`config.mk`:
```
export PLATFORM = sky130hd
export DESIGN_NAME = sktab_cell
export DESIGN_NICKNAME = d
export VERILOG_FILES = /design/src/hdl/sktab_pkg.sv /design/src/hdl/sktab_cell.sv
export SDC_FILE = /design/constraint.sdc
export NUM_CORES = 1
export LEC_CHECK = 0
export BUFFER_PORTS_ARGS = -buffer_cell sky130_fd_sc_hd__buf_2
export CAP_MARGIN = 20
export CORE_ASPECT_RATIO = 0.6
export CORE_MARGIN = 8
export CORE_UTILIZATION = 44
export CTS_CLUSTER_DIAMETER = 30
export DETAILED_ROUTE_END_ITERATION = 7
export GPL_TIMING_DRIVEN = 0
export HOLD_SLACK_MARGIN = 0.1
export PLACE_DENSITY = 0.81
export SYNTH_ARGS = -nofsm -noshare
export SYNTH_HDL_FRONTEND = slang
export SYNTH_SLANG_ARGS = --single-unit
```
`constraint.sdc`:
```
create_clock -name clk_i -period 2.58 [get_ports clk_i]
set_input_delay 0.258 -clock clk_i [delete_from_list [all_inputs] [get_ports clk_i]]
set_output_delay 0.258 -clock clk_i [all_outputs]
set_load 0.01 [all_outputs]
```
`src/hdl/sktab_pkg.sv`:
```
// Shared constants and types for the sorted key table.
package sktab_pkg;

  localparam int unsigned CAPACITY = 256;
  localparam int unsigned KEY_BITS = 32;

  localparam int unsigned KEY_FIELD_W = 32;
  localparam int unsigned POS_FIELD_W = 9;
  localparam int unsigned STATUS_W    = 2;
  localparam int unsigned CNT_W       = $clog2(CAPACITY + 1);

  localparam int unsigned OUT_FIELDS_W = 1 + POS_FIELD_W + STATUS_W;
  localparam int unsigned OUT_DATA_W   = ((OUT_FIELDS_W + 7) / 8) * 8;

  localparam logic OP_SEARCH = 1'b0;
  localparam logic OP_INSERT = 1'b1;

  localparam logic [STATUS_W-1:0] STATUS_OK   = 2'd0;
  localparam logic [STATUS_W-1:0] STATUS_DUP  = 2'd1;
  localparam logic [STATUS_W-1:0] STATUS_FULL = 2'd2;

  typedef struct packed {
    logic capture;
    logic commit;
  } cell_ctrl_t;

endpackage

```
`src/hdl/sktab_cell.sv`:
```
// One table cell: holds a key, compares it and shifts it to its upper neighbour.
module sktab_cell (
  input  logic                              clk_i,
  input  sktab_pkg::cell_ctrl_t             ctrl_i,
  input  logic                              occupied_i,
  input  logic [sktab_pkg::KEY_BITS-1:0]    search_key_i,
  input  logic [sktab_pkg::KEY_BITS-1:0]    new_key_i,
  input  logic [sktab_pkg::KEY_BITS-1:0]    prev_key_i,
  input  logic                              prev_lt_i,
  output logic [sktab_pkg::KEY_BITS-1:0]    key_o,
  output logic                              lt_o,
  output logic                              eq_o
);

  logic [sktab_pkg::KEY_BITS-1:0] key_q, key_d;
  logic                           lt_q, lt_d;
  logic                           eq_q, eq_d;

  always_comb begin
    lt_d  = lt_q;
    eq_d  = eq_q;
    key_d = key_q;
    if (ctrl_i.capture) begin
      lt_d = occupied_i && (key_q < search_key_i);
      eq_d = occupied_i && (key_q == search_key_i);
    end
    // keep smaller keys, place the new key at the boundary, shift the rest up
    if (ctrl_i.commit && !lt_q) begin
      if (prev_lt_i) begin
        key_d = new_key_i;
      end else begin
        key_d = prev_key_i;
      end
    end
  end

  always_ff @(posedge clk_i) begin
    key_q <= key_d;
    lt_q  <= lt_d;
    eq_q  <= eq_d;
  end

  assign key_o = key_q;
  assign lt_o  = lt_q;
  assign eq_o  = eq_q;

endmodule

```
==> results of run 1 <==
[layout make-up]
class / instances / area, um^2 / share of cell area
buffer: 4 / 18.8 / 0.00609
timing repair buffer: 133 / 666 / 0.216
tap: 66 / 82.6 / 0.0268
clock buffer: 6 / 72.6 / 0.0235
clock inverter: 2 / 8.76 / 0.00284
multi-input combinational: 114 / 1090 / 0.355
sequential: 34 / 1020 / 0.331
inverter: 32 / 120 / 0.0389
[flip-flops by register name, summed over array words and instances (netlist names)]
signal and cells:
eq_o 1, key_o 32, lt_o 1
[power by group]
group / internal (mW) / switching (mW)
Sequential: 0.654 / 0.0186
Clock: 0.185 / 0.183
Combinational: 0.168 / 0.152
[synthesized netlist by cell type, types with 2 or more instances]
cell type,number,area (um^2)
a21o_1,3,22.5
a21oi_1,11,55.1
buf_2,3,15.0
edfxtp_1,34,1020
ha_1,32,400
inv_1,32,120
mux2_1,2,22.5
mux2_2,30,338
nand2_1,6,22.5
nand4_1,6,37.5
nor2_1,3,11.3
nor2b_1,2,12.5
nor4_1,2,12.5
nor4_2,2,25.0
o21a_1,2,15.0
o21ai_0,2,10.0
[through the flow]
| step | cell area (um^2) | hold WS, ns | TNS, ns |
|---|---|---|---|
| after floorplan | 2250 | 0.370 | 0 |
| after global placement | 3000 | 0.475 | -14.75 |
| after detailed placement | 3000 | 0.482 | 0 |
| after CTS | 3080 | 0.193 | 0 |
| after global routing | 3080 | 0.198 | 0 |
| final | 3080 | 0.201 | 0 |
[kinds of logic after synthesis]
kind of cell	after synthesis
compound gates	25
fa+ha+maj	32
buf+inv	36
flops	34
mux	32
simple gates	25
[critical path: stages (launching register included)]
cell	delay [ns]
edfxtp_1	0.40
ha_1	0.34
nand4_2	0.14
nor4_2	0.35
o21ai_1	0.13
o211ai_1	0.13
a211oi_2	0.09
[final timing paths]
check        slack [ns]   endpoint      start  cells after the start
max                0.73       lt_o  key_o[13]                      6
min                0.20       lt_o  ctrl_i[1]                      1
max reg2reg        0.73       lt_o  key_o[13]                      6
min reg2reg        0.84  key_o[23]       lt_o                      1
[per-layer routing]
metal / routed length, um / share of wire
met5: 0 / 0
met4: 42 / 0.0067
met3: 698 / 0.11
met2: 2980 / 0.47
met1: 2580 / 0.41
==> results.tsv, run 1 <==
metric	value	unit
Slew headroom	0.382	
CTS tree	built	
met1 GRT Util	0.178	
post_cts resized	0	
CTS H-tree depth	2	
core area	4980	um^2
Final Hold Vio Count	0	
worst-path fanout max	2	
multiplexer share of the synthesized area	0.160	
min Tclk post-route	1.85	ns
Synth Area in Adders	0.178	
Slew @ Worst Pin	0.926	ns
clk_lat worst skew	0.28	ns
Worst setup SP type	flip-flop	
CTS Sinks	34	
Non-Filler Instances	391	
largest family of logic cells by synthesized area	adder cells	
cell count after synthesis	184	
clock skew	0.00866	ns
Synth Area per Inst	12.2	um^2
final critical-path share of the clock period	0.716	
most common cell after layout, fill and taps aside	buf_2	
nets	457	
fin util	0.619	
Synthesis Warnings	0	
Root Buffer	clkbuf_8	
Peak VDD IR	305	uV
CP arrival	1.86	ns
Pwr Total	1.36	mW
fmax	0.542	GHz
XOR/XNOR share of the synthesized area	0	
Post-CTS Setup Repair Bufs	0	
EDFF count, synth	34	
critical path class	reg2reg	
drt via density	4.81	
Synth Area in Compound Gates	0.0735	
simple-gate area share of the yosys netlist	0.0718	
row count	20	
share of cells above drive strength 1	0.548	
Antenna Violating Nets Remaining	0	
die height	71.4	um
endpoints failing setup	0	
Total Routing Usage GR	0.167	
P_leak	1.56	nW
starting density of the core	0.451	
HP Class	in2reg	
max cap viols	0	
DP Worst Slack	0.743	ns
ys flop type	edfxtp_1	
P per Cell Area	441	nW/um^2
worst path required time	2.59	ns
via count	1880	
synthesized flop and latch total	34	
gr ovfl total	0	
Ports	135	
ys async rst share	0	
Netlist cell types	28	
largest net degree at the start of global routing	33	
wire per inst	16.1	um
antenna cells	0	
final worst setup slack	0.734	ns
DIE WIDTH	108	um
Hold Buf Count CTS	0	
Area growth syn-to-layout	37.2	%
initial antenna violation count	0	
DIE AREA	7720	um^2
RSZ-0062 raised after global routing	false	
placed cell count	383	
GR peak layer	met2	
first-pass GRT wire length	10000	um
DRC viols	0	
Synth Cell Area	2250	um^2
endpoint class of the critical path	flip-flop	
most frequent cells in the layout	buf_2, edfxtp_1, inv_1, ha_1, mux2_2	
routability cong.	0.752	
Post-Syn Nets	317	
hpwl dp	5430	um
Clock Tree Buf Depth	2	
DR pass1 iterations	4	
Final Max Slew Viols	0	
Fill cells	420	
register area share after synthesis	0.454	
Initial DRC Count	46	
Buffers on Ports	133	
outcome	completed	
vias in the first global route	2155	
Clock Pin Slew Worst Setup and Hold Paths	0.07	ns
GR Util met3	0.0770	
met2 Track Usage GR	0.291	
final wirelength	6300	um
TritonCTS buffer count	5	
No activity file was read; power rests on OpenSTA's default activity.
==> inputs of run 2 (changes only) <==
--- a/config.mk
+++ b/config.mk
@@ -9,12 +9,12 @@
 export CAP_MARGIN = 20
 export CORE_ASPECT_RATIO = 0.6
 export CORE_MARGIN = 8
-export CORE_UTILIZATION = 44
+export CORE_UTILIZATION = 39
 export CTS_CLUSTER_DIAMETER = 30
 export DETAILED_ROUTE_END_ITERATION = 7
 export GPL_TIMING_DRIVEN = 0
 export HOLD_SLACK_MARGIN = 0.1
-export PLACE_DENSITY = 0.81
+export PLACE_DENSITY = 0.76
 export SYNTH_ARGS = -nofsm -noshare
 export SYNTH_HDL_FRONTEND = slang
 export SYNTH_SLANG_ARGS = --single-unit
==> constraint.sdc (replaced) <==
create_clock -name clk_i -period 1.6 [get_ports clk_i]
set_input_delay 0.16 -clock clk_i [delete_from_list [all_inputs] [get_ports clk_i]]
set_output_delay 0.16 -clock clk_i [all_outputs]
set_load 0.01 [all_outputs]
==> results.tsv, run 2 (same netlist as run 1, synthesis figures left out) <==
metric	value	unit
DIE AREA	8530	um^2
nets	464	
Slew headroom	0.660	
Crit. Startpoint	key_o[7]	
Slew @ Worst Pin	0.509	ns
CTS tree	built	
Total Routing Usage GR	0.150	
wire per inst	15.4	um
starting density of the core	0.403	
TritonCTS buffer count	5	
Cell Chain, Critical Path	ha_4 -> nand2_4 -> o21a_1 -> o221a_1 -> o211ai_1 -> a211oi_2	
die height	74.8	um
endpoint class of the critical path	flip-flop	
critical path class	reg2reg	
CTS Sinks	34	
Pwr Total	2.24	mW
RSZ-0062 raised after global routing	true	
first-pass GRT wire length	9960	um
Worst setup SP type	flip-flop	
final worst setup slack	-0.223	ns
worst path required time	1.62	ns
FF-to-FF End	lt_o	
DIE WIDTH	114	um
Root Buffer	clkbuf_8	
fmax	0.549	GHz
min Tclk post-route	1.82	ns
fin util	0.587	
P_leak	1.60	nW
WP buf/inv	0	
cell family with most CP delay	compound AO/OA/AOI/OAI gates	
Final Max Slew Viols	0	
largest net degree at the start of global routing	17	
final critical-path share of the clock period	1.14	
routability cong.	0.758	
HP Class	in2reg	
gr ovfl total	0	
FF-to-FF setup slack	-0.22	ns
Area growth syn-to-layout	45.4	%
Hold Crit Start	prev_key_i[4]	
max incr delay on CP	0.45	ns
Fin Setup TNS	-0.256	ns
Ports	135	
most common cell after layout, fill and taps aside	buf_2	
hold worst-path end	key_o[4]	
outcome	complete, but fails checks	
max cap viols	0	
core area	5570	um^2
CP arrival	1.84	ns
Peak VDD IR	372	uV
Reg2Reg Launch Point	key_o[7]	
via count	1889	
P per Cell Area	686	nW/um^2
Clock Pin Slew Worst Setup and Hold Paths	0.06	ns
Final Hold Vio Count	0	
initial antenna violation count	0	
final hold slack	0.169	ns
Slowest-stage cell, CP	edfxtp_1	
worst-path fanout max	2	
row count	21	
DRC viols	0	
share of cells above drive strength 1	0.580	
clk_lat worst skew	0.27	ns
most frequent cells in the layout	buf_2, edfxtp_1, inv_1	
Clock Tree Buf Depth	2	
max reg flops	32	
cell count of the worst hold path	2	
final wirelength	6340	um
vias in the first global route	2098	
clock skew	0.00389	ns
failing checks	negative setup slack	
drt via density	4.60	
Initial DRC Count	39	
Buffers on Ports	133	
antenna cells	0	
Antenna Violating Nets Remaining	0	
endpoints failing setup	2	
DR pass1 iterations	4	
CTS H-tree depth	2	
hpwl dp	5230	um
reg2reg path depth	6	
## run 2: power by group
part	internal (mW)	leakage, nW	switching (mW)	total [mW]
Clock	0.299	0.0383	0.282	0.582
Combinational	0.305	1.24	0.265	0.570
Sequential	1.05	0.323	0.0355	1.09
## run 2: cell type report
class,instances,area (um^2)
multi-input cells,115,1220
fillers,496,2300
well taps,80,100
flip-flops and latches,34,1020
clock buffers,7,76.3
plain buffers,4,18.8
repair buffers,139,713
inverters,32,120
## run 2: worst max-delay path by stage
stage | cells past startpoint | endpoint
floorplan | 6 | lt_o
global placement | 6 | lt_o
detailed placement | 6 | lt_o
CTS | 6 | lt_o
global route | 6 | lt_o
finish | 6 | lt_o
## run 2: what timing repair did
item,4_1_cts,5_1_grt
setup buffers,2,3
setup endpoints to repair,34,18
pin swaps,5,1
hold buffers,1,0
endpoints found under the hold margin,2,0
cloned,1,0
gates resized for setup,10,2
## run 2: per-layer routing
metal  share of wire  global-route usage  wire length [um]
met3           0.086              0.0600               544
met2            0.47               0.256              2960
met1            0.44               0.172              2810
met5               0                   0                 0
met4          0.0057              0.0410                36
## run 2: worst register-to-register path, stage by stage, from the launching register on
cell	delay, ns
edfxtp_1	0.45
ha_4	0.32
nand2_4	0.06
o21a_1	0.21
o221a_1	0.21
o211ai_1	0.23
a211oi_2	0.10
## run 2: metrics by stage
step | std cells | worst slack [ns] | area (um^2)
floorplan | 184 | -0.0960 | 2270
global placement | 397 | -0.211 | 3030
detailed placement | 397 | -0.245 | 3030
CTS | 408 | -0.203 | 3230
global route | 411 | -0.265 | 3270
finish | 411 | -0.223 | 3270
==> inputs of run 3 (changes only) <==
--- a/config.mk
+++ b/config.mk
@@ -7,7 +7,6 @@
 export LEC_CHECK = 0
 export BUFFER_PORTS_ARGS = -buffer_cell sky130_fd_sc_hd__buf_2
 export CAP_MARGIN = 20
-export CORE_ASPECT_RATIO = 0.6
 export CORE_MARGIN = 8
 export CORE_UTILIZATION = 39
 export CTS_CLUSTER_DIAMETER = 30
==> results.tsv, run 3 (same netlist as run 1, synthesis figures left out) <==
metric	value	unit
max incr delay on CP	0.41	ns
Root Buffer	clkbuf_8	
Antenna Violating Nets Remaining	0	
Final Max Slew Viols	0	
critical path class	reg2reg	
outcome	complete, but fails checks	
RSZ-0062 raised after global routing	true	
DRC viols	0	
drt via density	4.78	
GR peak layer	met2	
clk_lat worst skew	0.28	ns
CTS tree	built	
die height	91.9	um
worst-path fanout max	2	
Slew @ Worst Pin	0.491	ns
placed cell count	389	
Ports	135	
GR Util met3	0.0530	
clock skew	0.00824	ns
CP arrival	1.87	ns
first-pass GRT wire length	10000	um
HP Class	in2reg	
placed cell area	3020	um^2
initial antenna violation count	0	
wire per inst	15.7	um
vias in the first global route	2107	
final worst setup slack	-0.246	ns
P_leak	1.59	nW
failing checks	negative setup slack	
max reg flops	32	
final hold slack	0.167	ns
worst path required time	1.62	ns
share of cells above drive strength 1	0.564	
final critical-path share of the clock period	1.15	
antenna cells	0	
hpwl dp	5330	um
core area	5540	um^2
CTS Sinks	34	
P per Cell Area	691	nW/um^2
most frequent cells in the layout	buf_2, edfxtp_1, inv_1	
Pwr Total	2.19	mW
fin util	0.573	
gr ovfl total	0	
nets	464	
starting density of the core	0.406	
endpoints failing setup	2	
via count	1920	
Fin Setup TNS	-0.316	ns
endpoint class of the critical path	flip-flop	
final wirelength	6320	um
met2 Track Usage GR	0.277	
Area growth syn-to-layout	41.3	%
most common cell after layout, fill and taps aside	buf_2	
Initial DRC Count	62	
Slew headroom	0.672	
max cap viols	0	
Cell Chain, Critical Path	ha_1 -> nand4_1 -> buf_4 -> o221a_1 -> o211ai_1 -> a211oi_2	
Final Hold Vio Count	0	
Peak VDD IR	470	uV
DP Worst Slack	-0.286	ns
Buffers on Ports	133	
DIE WIDTH	91.9	um
Total Routing Usage GR	0.150	
min Tclk post-route	1.85	ns
met1 GRT Util	0.153	
fmax	0.542	GHz
row count	27	
DIE AREA	8450	um^2
Clock Tree Buf Depth	2	
routability cong.	0.767	
largest net degree at the start of global routing	17	
Design Area, Final	3170	um^2
DR pass1 iterations	4	
Slowest-stage cell, CP	edfxtp_1	
Non-Filler Instances	402	
Worst setup SP type	flip-flop	
CTS H-tree depth	2	
TritonCTS buffer count	5	
Clock Pin Slew Worst Setup and Hold Paths	0.07	ns
-- run 3: timing repair --
item / 4_1_cts / 5_1_grt
resized for setup: 2 / 1
setup endpoints to repair: 9 / 18
hold buffers: 1 / 0
pin swaps: 4 / 1
hold endpoints to repair: 2 / 0
buffers inserted: 4 / 1
cloned: 1 / 0
-- run 3: worst max-delay path, delay by kind of cell (launching register included) --
kind	cells	cell delay [ns]
AOI/OAI and AO/OA	3	0.57
adders and majority gates	1	0.30
buffers and inverters	1	0.16
DFF	1	0.41
and+or+nand+nor	1	0.14
-- run 3: layout make-up --
| class | count | area (um^2) |
|---|---|---|
| Buffer | 4 | 18.8 |
| Clock buffer | 5 | 68.8 |
| Clock inverter | 1 | 3.75 |
| Fill cell | 518 | 2370 |
| Inverter | 32 | 120 |
| Multi-Input combinational cell | 115 | 1140 |
| Sequential cell | 34 | 1020 |
| Tap cell | 72 | 90.1 |
| Timing Repair Buffer | 139 | 713 |
-- run 3: routing by layer --
metal | up-vias | wire (um)
met2 | 72 | 3410
met5 | - | 0
li1 | 968 | -
met4 | 0 | 74
met1 | 874 | 2360
met3 | 6 | 470
-- run 3: worst paths after layout --
path	cells after the start	start	end	slack, ns
setup reg to reg	6	key_o[8]	lt_o	-0.25
setup / recovery	6	key_o[8]	lt_o	-0.25
hold / removal	2	prev_key_i[4]	key_o[4]	0.17
hold reg to reg	3	key_o[31]	lt_o	0.80
-- run 3: report_power, final --
group | internal [mW] | switching (mW) | total (mW)
clock | 0.284 | 0.292 | 0.575
combinational | 0.287 | 0.249 | 0.535
sequential | 1.05 | 0.0303 | 1.08
