===== src/hdl/sktab_pkg.sv =====
// Shared constants and types for the sorted key table.
package sktab_pkg;

  localparam int unsigned CAPACITY = 256;
  localparam int unsigned KEY_BITS = 32;

  localparam int unsigned KEY_FIELD_W = 32;
  localparam int unsigned POS_FIELD_W = 9;
  localparam int unsigned STATUS_W    = 2;
  localparam int unsigned CNT_W       = $clog2(CAPACITY + 1);

  localparam int unsigned OUT_FIELDS_W = 1 + POS_FIELD_W + STATUS_W;
  localparam int unsigned OUT_DATA_W   = ((OUT_FIELDS_W + 7) / 8) * 8;

  localparam logic OP_SEARCH = 1'b0;
  localparam logic OP_INSERT = 1'b1;

  localparam logic [STATUS_W-1:0] STATUS_OK   = 2'd0;
  localparam logic [STATUS_W-1:0] STATUS_DUP  = 2'd1;
  localparam logic [STATUS_W-1:0] STATUS_FULL = 2'd2;

  typedef struct packed {
    logic capture;
    logic commit;
  } cell_ctrl_t;

endpackage


===== src/hdl/sktab_enc.sv =====
// Turns the per-cell compare flags into the sorted rank and the hit flag.
module sktab_enc (
  input  logic [sktab_pkg::CAPACITY-1:0] lt_i,
  input  logic [sktab_pkg::CAPACITY-1:0] eq_i,
  output logic [sktab_pkg::CNT_W-1:0]    rank_o,
  output logic                           hit_o
);

  logic [sktab_pkg::CAPACITY:0] bound;

  always_comb begin
    bound[0] = !lt_i[0];
    for (int unsigned i = 1; i < sktab_pkg::CAPACITY; i++) begin
      bound[i] = lt_i[i-1] && !lt_i[i];
    end
    bound[sktab_pkg::CAPACITY] = lt_i[sktab_pkg::CAPACITY-1];
  end

  always_comb begin
    rank_o = '0;
    for (int unsigned i = 0; i <= sktab_pkg::CAPACITY; i++) begin
      rank_o = rank_o | (bound[i] ? sktab_pkg::CNT_W'(i) : '0);
    end
  end

  assign hit_o = |eq_i;

endmodule


===== config.mk =====
export PLATFORM = sky130hd
export DESIGN_NAME = sktab_enc
export DESIGN_NICKNAME = d
export VERILOG_FILES = /design/src/hdl/sktab_pkg.sv /design/src/hdl/sktab_enc.sv
export SDC_FILE = /design/constraint.sdc
export NUM_CORES = 1
export LEC_CHECK = 0
export BUFFER_PORTS_ARGS = -buffer_cell sky130_fd_sc_hd__buf_2
export CAP_MARGIN = 5
export CORE_AREA = 5 5 199 201
export DETAILED_ROUTE_END_ITERATION = 7
export DIE_AREA = 0 0 204 206
export GPL_ROUTABILITY_DRIVEN = 0
export PLACE_DENSITY = 0.42
export SLEW_MARGIN = 10
export SYNTH_ARGS = -nofsm -noshare
export SYNTH_HDL_FRONTEND = slang
export SYNTH_SLANG_ARGS = --single-unit
export TNS_END_PERCENT = 30

===== constraint.sdc =====
create_clock -name vclk -period 1.6
set_input_delay 0.08 -clock vclk [all_inputs]
set_output_delay 0.08 -clock vclk [all_outputs]
set_load 0.02 [all_outputs]

==> results of run 1 <==
## stage by stage
| stage | TNS [ns] | hold slack, ns |
|---|---|---|
| floorplan | 0 | 0.273 |
| global placement | -6.34 | 0.399 |
| detailed placement | -6.21 | 0.397 |
| CTS | -2.39 | 0.397 |
| global route | -3.01 | 0.411 |
| finish | -2.45 | 0.395 |
## layer usage
layer / part of all wire / up-vias / wire, um
met3: 0.090 / 65 / 3700
li1: - / 3834 / -
met5: 0.0018 / - / 76
met1: 0.50 / 3831 / 20500
met4: 0.022 / 10 / 918
met2: 0.39 / 447 / 15900
## synth_stat cells, types with 4 or more instances
cell type,instances
a21oi_1,37
nor3_1,10
a2111oi_0,35
nor2_1,20
inv_1,74
nand3_1,13
or2_2,5
nor4_1,115
a2111oi_2,4
nand2_1,20
a221oi_1,8
nand4_1,54
nor2b_1,159
a2111oi_1,6
o2111ai_1,5
or2_1,4
## worst max-delay path, delay by kind of cell
family	cells	cell delay, ns
AO/OA/AOI/OAI	2	0.64
AND/OR/NAND/NOR	3	0.53
buffers and inverters	4	0.68
## layout make-up
type | count | share of cell area
well taps | 511 | 0.0709
multi-input cells | 512 | 0.404
inverters | 76 | 0.0316
repair buffers | 764 | 0.492
diodes | 4 | 0.00111
## cells by family after synthesis
group                  after synthesis  synth area share
AO/OA/AOI/OAI                      104             0.224
buffers and inverters               77            0.0829
AND/OR/NAND/NOR                    408             0.693
## how the worst min path moves through the flow
| stage | from | to | depth (start not counted) |
|---|---|---|---|
| 6_report | lt_i[255] | rank_o[8] | 2 |
| 5_1_grt | lt_i[255] | rank_o[8] | 2 |
| 4_1_cts | lt_i[255] | rank_o[8] | 2 |
| 3_5_place_dp | lt_i[255] | rank_o[8] | 2 |
| 3_3_place_gp | lt_i[255] | rank_o[8] | 2 |
| 2_1_floorplan | lt_i[255] | rank_o[8] | 1 |
## repair_timing
action	in CTS	in global routing
endpoints found under the setup margin	9	9
gates resized for setup	67	27
buffers inserted	1	1
pin swaps	6	3
==> run summary, run 1 <==
The final net count came out at ~1900. The number of cells in the finished layout apart from fillers is 1867. The width of the die is between 200 and 250 um.

The average instance area after synthesis came out at 6.00 um2. The cell area after layout is approximately 9000 um2. The total of fill cells in the finished design came out at 4309. The area of the placeable core is 37400 um2. OpenSTA, run right after detailed placement, puts the worst setup slack at -1.04 ns. The die covers 42000 um2.

The critical path endpoint is rank_o[7]. The worst setup path is launched from an input port. Yosys attributes the largest share of cell area to nor2b_1, nor4_1, nand4_1.

The detail route stage leaves a number of antenna-violating nets equal to 0. For this run, the register share of the synthesized area comes to 0. In the global route stage, met3 resource usage came out at 0.0435.

In the final layout, the share of cells above drive strength 1 is 0.618. The worst hold path belongs to the class in2out. The flip-flop and latch area is 0 um2.

The largest fanout of any net on the critical path is 2. The top-area cell type share of the netlist area came out at 0.282. The share of the core filled with cells in the final layout came out at 0.241. The required time at the endpoint of the critical path came out at 1.52 ns. The least setup slack across all paths after layout is -0.408 ns. The footprint of the multi-input gates came out at 3640 um2. Buffers inserted to repair hold after CTS numbered 0. The global-route wire length before repair is 55900 um. In the layout the commonest cells are buf_2, buf_4, nor2b_1. Traced cell by cell, the critical path runs through buf_6 -> nor2b_4 -> a2111oi_4 -> buf_4 -> nand4_1 -> buf_4 -> a2111oi_4 -> nand4_1 -> buf_6.

The tightest slew margin relative to the limit is 0.584. The number of nets handed over by synthesis was 1101. The site row count came out at 71. The worst setup path startpoint is lt_i[252]. The first TritonRoute pass finished after 5 iterations. The tool flagged a number of max-cap violations equal to 0. The slowest stage of the critical path is the a2111oi_4 cell. The total overflow left after global routing is 0.

The number of antenna violations at the first check in global routing is 9. The data arrival time at the worst-slack endpoint came out at 1.93 ns. The slew of the pin with the lowest slew margin is 0.623 ns. The critical path start-end classification is in2out.

The final-report max-slew violation count is 0. The final number of setup-violating endpoints is 9. The critical path endpoint category is a primary output. Relative to the synthesized area, the layout overhead comes to 155%. In this design, the stage delay of the slowest critical-path cell is 0.41 ns. In this run the most used layer during global routing was met1. Setup repair after global routing could not meet its margin everywhere. Wires add up to 41100 um. The via count of the first global-routing pass is 8550. In the routed design, unresolved DRC markers number 0. The number of placed I/O pins came out at 522. The number of warning messages in the yosys log came out at 0. The synthesized netlist cell count is ~590. The via count came out at 8187. The pin count of the biggest net entering global routing is 5. The total count of hold-check failures in the final report came out at 0.

The layout has 0 clock buffers. The die is a little over 200 um tall. The average wire per standard cell is 22.0 um.

In the global route stage, met1 resource usage came out at 0.281. The ratio of routed vias to standard cells came out at 4.39. The final reports fail on negative setup slack. In the finished design, the share of the clock period the worst path needs comes to 1.25.

The count of sequential standard cells came out at 0. The wire-length estimate of the detail-placed layout is slightly below 40000 um. The flow ran to the end, but the final reports show violations. The worst path in the final design needs a cycle of 2.01 ns, including I/O delays and setup. Input and output buffers added on the ports amount to 522. The library cell used most frequently in the layout, excluding fill and tap cells, is buf_2. Yosys mapped the design onto 29 distinct sky130hd cell types. The summed instance area of the synthesized netlist is ~3500 um2. The number of placed instances with taps included is 1861.

The first routing iteration left 668 violations. In the global route stage, met2 resource usage came out at 0.242. The total routing resource utilization after global routing came out at 0.178. The starting density of the core came out at 0.0945. The cell area reported after detailed placement came out at roughly 8600 um2.

Timing would allow up to 0.498 GHz. nor2b_1 takes more of the synthesized area than any other cell.
==> run 2: changes to the inputs <==
Settings changed: CORE_AREA 5 5 199 201 to 5 5 202 204, DIE_AREA 0 0 204 206 to 0 0 207 209, PLACE_DENSITY 0.42 to 0.41.
Clock period 1.6 ns to 2.5 ns, I/O delays scaled along.
==> run summary, run 2 (synthesized netlist as in run 1, its figures left out) <==
Most frequent cells in the layout: buf_2, nor2b_1, nor4_1 (was buf_2, buf_4, nor2b_1). The global-route wire length before repair is 55100 um (was 55900 um). The flip-flop and latch area came to 0 um2 (unchanged). The commonest non-fill, non-tap cell in the layout is buf_2 (unchanged). The critical path start-end classification was in2out (unchanged). The total of fill cells in the finished design came out at 4642 (was 4309).

The class of the most critical hold timing path is in2out (unchanged). The number of placed instances with taps included came out at 1663 (was 1861). The starting density of the core came out at 0.0904 (was 0.0945). In the finished design, the share of the clock period the worst path needs comes to 0.982.

The cell area reported after detailed placement came out at 7010 um2 (was 8580 um2). The number of clock buffers in the layout is 0 (unchanged). The average wire per standard cell is 24.2 um (was 22.0 um).

The final period demand of the worst path is 2.46 ns. Unrepaired setup endpoints after global routing: false (was true). The required time at the endpoint of the critical path is 2.38 ns (was 1.52 ns). The final worst hold slack is 0.490 ns (was 0.395 ns). The final antenna-violating net count came to 0 (unchanged). The element type at the critical path start is an input port (unchanged).

The critical path endpoint category is a primary output (unchanged). The data arrival time at the worst-slack endpoint came out at 2.33 ns (was 1.93 ns). The via count of the first global-routing pass came out at 7608 (was 8550). The total negative setup slack is 0 ns (was -2.45 ns). Outcome: complete, no violations (was finished with violations).

The number of cells on the worst hold path came out at 2 (unchanged). The number of placed I/O pins is 522 (unchanged). The total routing resource utilization after global routing came out at 0.172 (was 0.178). The slew of the pin with the lowest slew margin came out at 0.976 ns (was 0.623 ns). The area of the placeable core is 39100 um2 (was 37400 um2). The ratio of routed vias to standard cells was 4.44 (was 4.39). The tightest slew margin relative to the limit came out at 0.348 (was 0.584). The floorplan die height came out at 209 um (was 206 um). The width of the die came out at 207 um (was 204 um).

The final-report max-slew violation count came out at 0 (unchanged). The power density relative to cell area came out at about 160 nW/um2. The area growth from synthesis to layout is 100% (was 155%). The pin count of the biggest net entering global routing is 5 (unchanged). The post-detailed-routing wire length came out at 40900 um (was 41100 um).

The post-layout total power came out at 0.00110 W. The count of sequential standard cells came out at 0 (unchanged). Static timing analysis puts the maximum clock frequency at a little over 0.4 GHz. The fraction of layout cells with a size suffix above 1 is 0.496 (was 0.618). The number of antenna violations at the first check in global routing is 57 (was 9). The port buffer count is 522 (unchanged). The final number of setup-violating endpoints was 0 (was 9).

The cell area after layout came out at 7080 um2 (was 9020 um2). The site row count was 73 (was 71). The area of the die is 43300 um2 (was 42000 um2).

The detailed router's first-iteration violation count is 641 (was 668). The total half-perimeter wirelength after legalization and detailed placement came out at 38800 um (was 38600 um). The via count came out at 7503 (was 8187). The end point of the most critical hold path is rank_o[8] (unchanged). The largest fanout of any net on the critical path is 3 (was 2). The total count of hold-check failures in the final report came out at 0 (unchanged). The startpoint of the most critical hold path is lt_i[255] (unchanged).

The leakage power summed over all cells came out at 3.27 nW. The worst IR drop on VDD is 55.1 uV. The total DRC errors in the routed layout is 0 (unchanged).

The final net count is 1652 (was 1866). The number of cells in the finished layout apart from fillers came out at 1690 (was 1867). The detailed-routing iteration count for the pre-antenna-repair pass was 5 (unchanged).

The leftover overflow at the end of global routing is 0 (unchanged). The count of hold-fix buffers inserted at cts is 0 (unchanged). The number of violations of the max-capacitance limit is 0 (unchanged).
==> run 2: changes by cell type in the layout (fill, tap and decap cells not counted), moves of 3 or more <==
cell | previous run | this run
buf_4 | 242 | 28
a221oi_2 | 5 | 0
a221oi_1 | 3 | 8
a2111oi_4 | 3 | 0
a2111oi_0 | 8 | 33
diode_2 | 4 | 27
nor2b_1 | 155 | 159
nor4_1 | 96 | 115
nor4_2 | 18 | 0
a2111oi_2 | 26 | 5
nor2b_4 | 6 | 3
==> run 2: power breakdown <==
| part | internal [W] | switching (W) |
|---|---|---|
| Clock | 0.00000000145 | 0 |
| Combinational | 0.000505 | 0.000596 |
| Sequential | 0 | 0 |
| Total | 0.000505 | 0.000596 |
==> run 2: final cells by class <==
class / count / area, um2 / share of cell area
Antenna cell: 27 / 67.6 / 0.00954
Inverter: 76 / 285 / 0.0403
Multi-Input combinational cell: 512 / 3250 / 0.459
Tap cell: 525 / 657 / 0.0928
Timing Repair Buffer: 550 / 2820 / 0.399
==> run 2: worst max-delay path by stage <==
stage,startpoint,to,slack (ns)
after CTS,lt_i[240],rank_o[7],0.02
after floorplan,lt_i[246],rank_o[7],0.94
final,lt_i[244],rank_o[7],0.04
after detailed placement,lt_i[244],rank_o[7],0.03
after global placement,lt_i[221],rank_o[1],0.008
after global routing,lt_i[244],rank_o[7],0.01
==> run 2: through the flow <==
| stage | utilization | worst slack, ns |
|---|---|---|
| after global placement | 0.179 | 0.00809 |
| after detailed placement | 0.179 | 0.0321 |
| after CTS | 0.179 | 0.0194 |
| final | 0.181 | 0.0446 |
| after global routing | 0.181 | 0.0143 |
| after floorplan | - | 0.939 |
==> run 2: worst max-delay path, stage by stage <==
cell	delay (ns)
buf_2	0.12
nor2b_4	0.14
a2111oi_1	0.78
nand4_1	0.37
a2111oi_2	0.46
nand4_1	0.14
buf_2	0.19
==> run 2: routing by layer <==
layer / part of all wire / GRT usage / vias up
met5: 0.0095 / 0 / -
met4: 0.018 / 0.0235 / 58
met3: 0.13 / 0.0997 / 98
met2: 0.39 / 0.235 / 445
met1: 0.45 / 0.237 / 3455
li1: - / - / 3447
==> run 2: timing repair <==
action / in CTS / in global routing
endpoints found under the setup margin: 0 / 5
setup buffers: 0 / 0
gates resized for setup: 0 / 3
No activity file was read; power rests on OpenSTA's default activity.
==> run 3: changes to the inputs <==
Settings changed: PLACE_DENSITY 0.41 to not set.
==> run summary, run 3 (synthesized netlist as in run 1, its figures left out) <==
The least setup slack across all paths after layout was -0.0362 ns (was 0.0446 ns). The site row count is 73 (unchanged). The total negative setup slack is -0.0362 ns (was 0 ns). The number of placed I/O pins came out at 522 (unchanged). The number of clock buffers in the layout came out at 0 (unchanged).

The number of antenna violations at the first check in global routing is 56 (was 57). The critical path start-end classification is in2out (unchanged). The largest fanout of any net on the critical path was 3 (unchanged). The global-route wire length before repair is 55000 um (was 55100 um). The area growth from synthesis to layout is 100% (about the same). The area of the die is 43300 um2 (unchanged).

The most crowded layer after global routing is met1 (unchanged). The checks that failed: negative setup slack. The leftover overflow at the end of global routing was 0 (unchanged).

The critical path endpoint category is a primary output (unchanged). Most frequent cells in the layout: buf_2, nor2b_1, nor4_1 (unchanged). The starting density of the core came out at 0.0904 (unchanged). The number of buffers inserted by post-CTS setup repair came to 0 (unchanged). The final-report max-slew violation count is 0 (unchanged). The final net count came out at 1652 (unchanged). The total DRC errors in the routed layout is 0 (unchanged). The post-layout total power came to 0.00107 W (was 0.00110 W).

The global routing met3 resource utilization came out at 0.0847 (was 0.0997). The width of the die is 207 um (unchanged). The final antenna-violating net count is 0 (unchanged). The total routing resource utilization after global routing is 0.171 (was 0.172). The count of sequential standard cells was 0 (unchanged). The port buffer count came to 522 (unchanged). The fraction of layout cells with a size suffix above 1 came out at 0.496 (unchanged).

The met1 routing resource usage after global routing came out at 0.250 (was 0.237). The ratio of routed vias to standard cells came to 4.56 (was 4.44). The power density relative to cell area came out at 151 nW/um2 (was 155 nW/um2). The total count of hold-check failures in the final report came out at 0 (unchanged). The tightest slew margin relative to the limit is 0.430 (was 0.348). The via count is 7684 (was 7503). The total half-perimeter wirelength after legalization and detailed placement is 38300 um (was 38800 um). The count of hold-fix buffers inserted at cts is 0 (unchanged).

The pin count of the biggest net entering global routing is 5 (unchanged). The class of the most critical hold timing path is in2out (unchanged). The worst IR drop on VDD came to 61.7 uV (was 55.1 uV). The maximum clock rate is 0.394 GHz (was 0.407 GHz). The total of fill cells in the finished design is 4590 (was 4642).

Outcome: finished with violations (was complete, no violations). The post-detailed-routing wire length came out at 40800 um (was 40900 um). The area of the placeable core came out at 39100 um2 (unchanged). The footprint of the multi-input gates came out at 3250 um2 (unchanged).

The final number of setup-violating endpoints is 1 (was 0). The flip-flop and latch area came out at 0 um2 (unchanged). The final period demand of the worst path came out at 2.54 ns (was 2.46 ns). The via count of the first global-routing pass came out at 7671 (was 7608).

The slew of the pin with the lowest slew margin came to 0.833 ns (was 0.976 ns). The data arrival time at the worst-slack endpoint was 2.41 ns (was 2.33 ns). The met2 demand-to-capacity share in global routing came out at 0.224 (was 0.235). The average wire per standard cell came out at 24.2 um (about the same). The number of violations of the max-capacitance limit came to 0 (unchanged). The floorplan die height was 209 um (unchanged). The detailed-routing iteration count for the pre-antenna-repair pass came out at 6 (was 5).

The commonest non-fill, non-tap cell in the layout was buf_2 (unchanged). The detailed router's first-iteration violation count came out at 823 (was 641). The required time at the endpoint of the critical path came to 2.38 ns (about the same).

The leakage power summed over all cells came out at 3.27 nW (about the same). The final worst-path cycle share came out at 1.01 (was 0.982). Unrepaired setup endpoints after global routing: false (unchanged). The element type at the critical path start is an input port (unchanged).
-- run 3: changes by cell type in the layout (fill, tap and decap cells not counted) --
cell     before  now
diode_2      27   23
-- run 3: what timing repair did --
action | 4_1_cts | 5_1_grt
gates resized for setup | 2 | 1
hold endpoints to repair | 0 | 0
setup endpoints to repair | 4 | 1
-- run 3: worst paths after layout --
path / startpoint / endpoint / slack (ns) / depth (start not counted)
setup / recovery: lt_i[244] / rank_o[0] / -0.04 / 7
hold / removal: lt_i[255] / rank_o[8] / 0.49 / 2
-- run 3: through the flow --
stage / utilization / area, um2 / hold slack, ns / std cells / setup slack (ns)
2_1_floorplan: - / 3530 / 0.363 / 589 / 0.939
6_report: 0.181 / 7070 / 0.485 / 1686 / -0.0362
3_5_place_dp: 0.179 / 7010 / 0.486 / 1663 / -0.484
5_1_grt: 0.180 / 7060 / 0.511 / 1680 / 0.0176
4_1_cts: 0.179 / 7010 / 0.487 / 1663 / 0.109
3_3_place_gp: 0.179 / 7010 / 0.489 / 1663 / -0.461
-- run 3: area by class of cell --
cell class / count / area share
Inverter: 76 / 0.0403
Timing Repair Buffer: 550 / 0.399
Tap cell: 525 / 0.0929
Multi-Input combinational cell: 512 / 0.459
Antenna cell: 23 / 0.00814
-- run 3: critical path, stage by stage --
cell and delay [ns]:
buf_2 0.11, nor2b_4 0.14, a2111oi_2 0.63, nand4_1 0.33, a2111oi_2 0.54, nand3_1 0.29
buf_2 0.24
-- run 3: metal layers --
metal | share of wire | up-vias
li1 | - | 3432
met1 | 0.47 | 3504
met2 | 0.37 | 569
met3 | 0.13 | 123
met4 | 0.027 | 56
met5 | 0.0084 | -
-- run 3: power by group --
group	switching, W	leakage [nW]	internal [W]	total (W)
registers	0	0	0	0
clock network	0	0.000146	0.00000000123	0.00000000123
logic	0.000567	3.27	0.000501	0.00107
total	0.000567	3.27	0.000501	0.00107
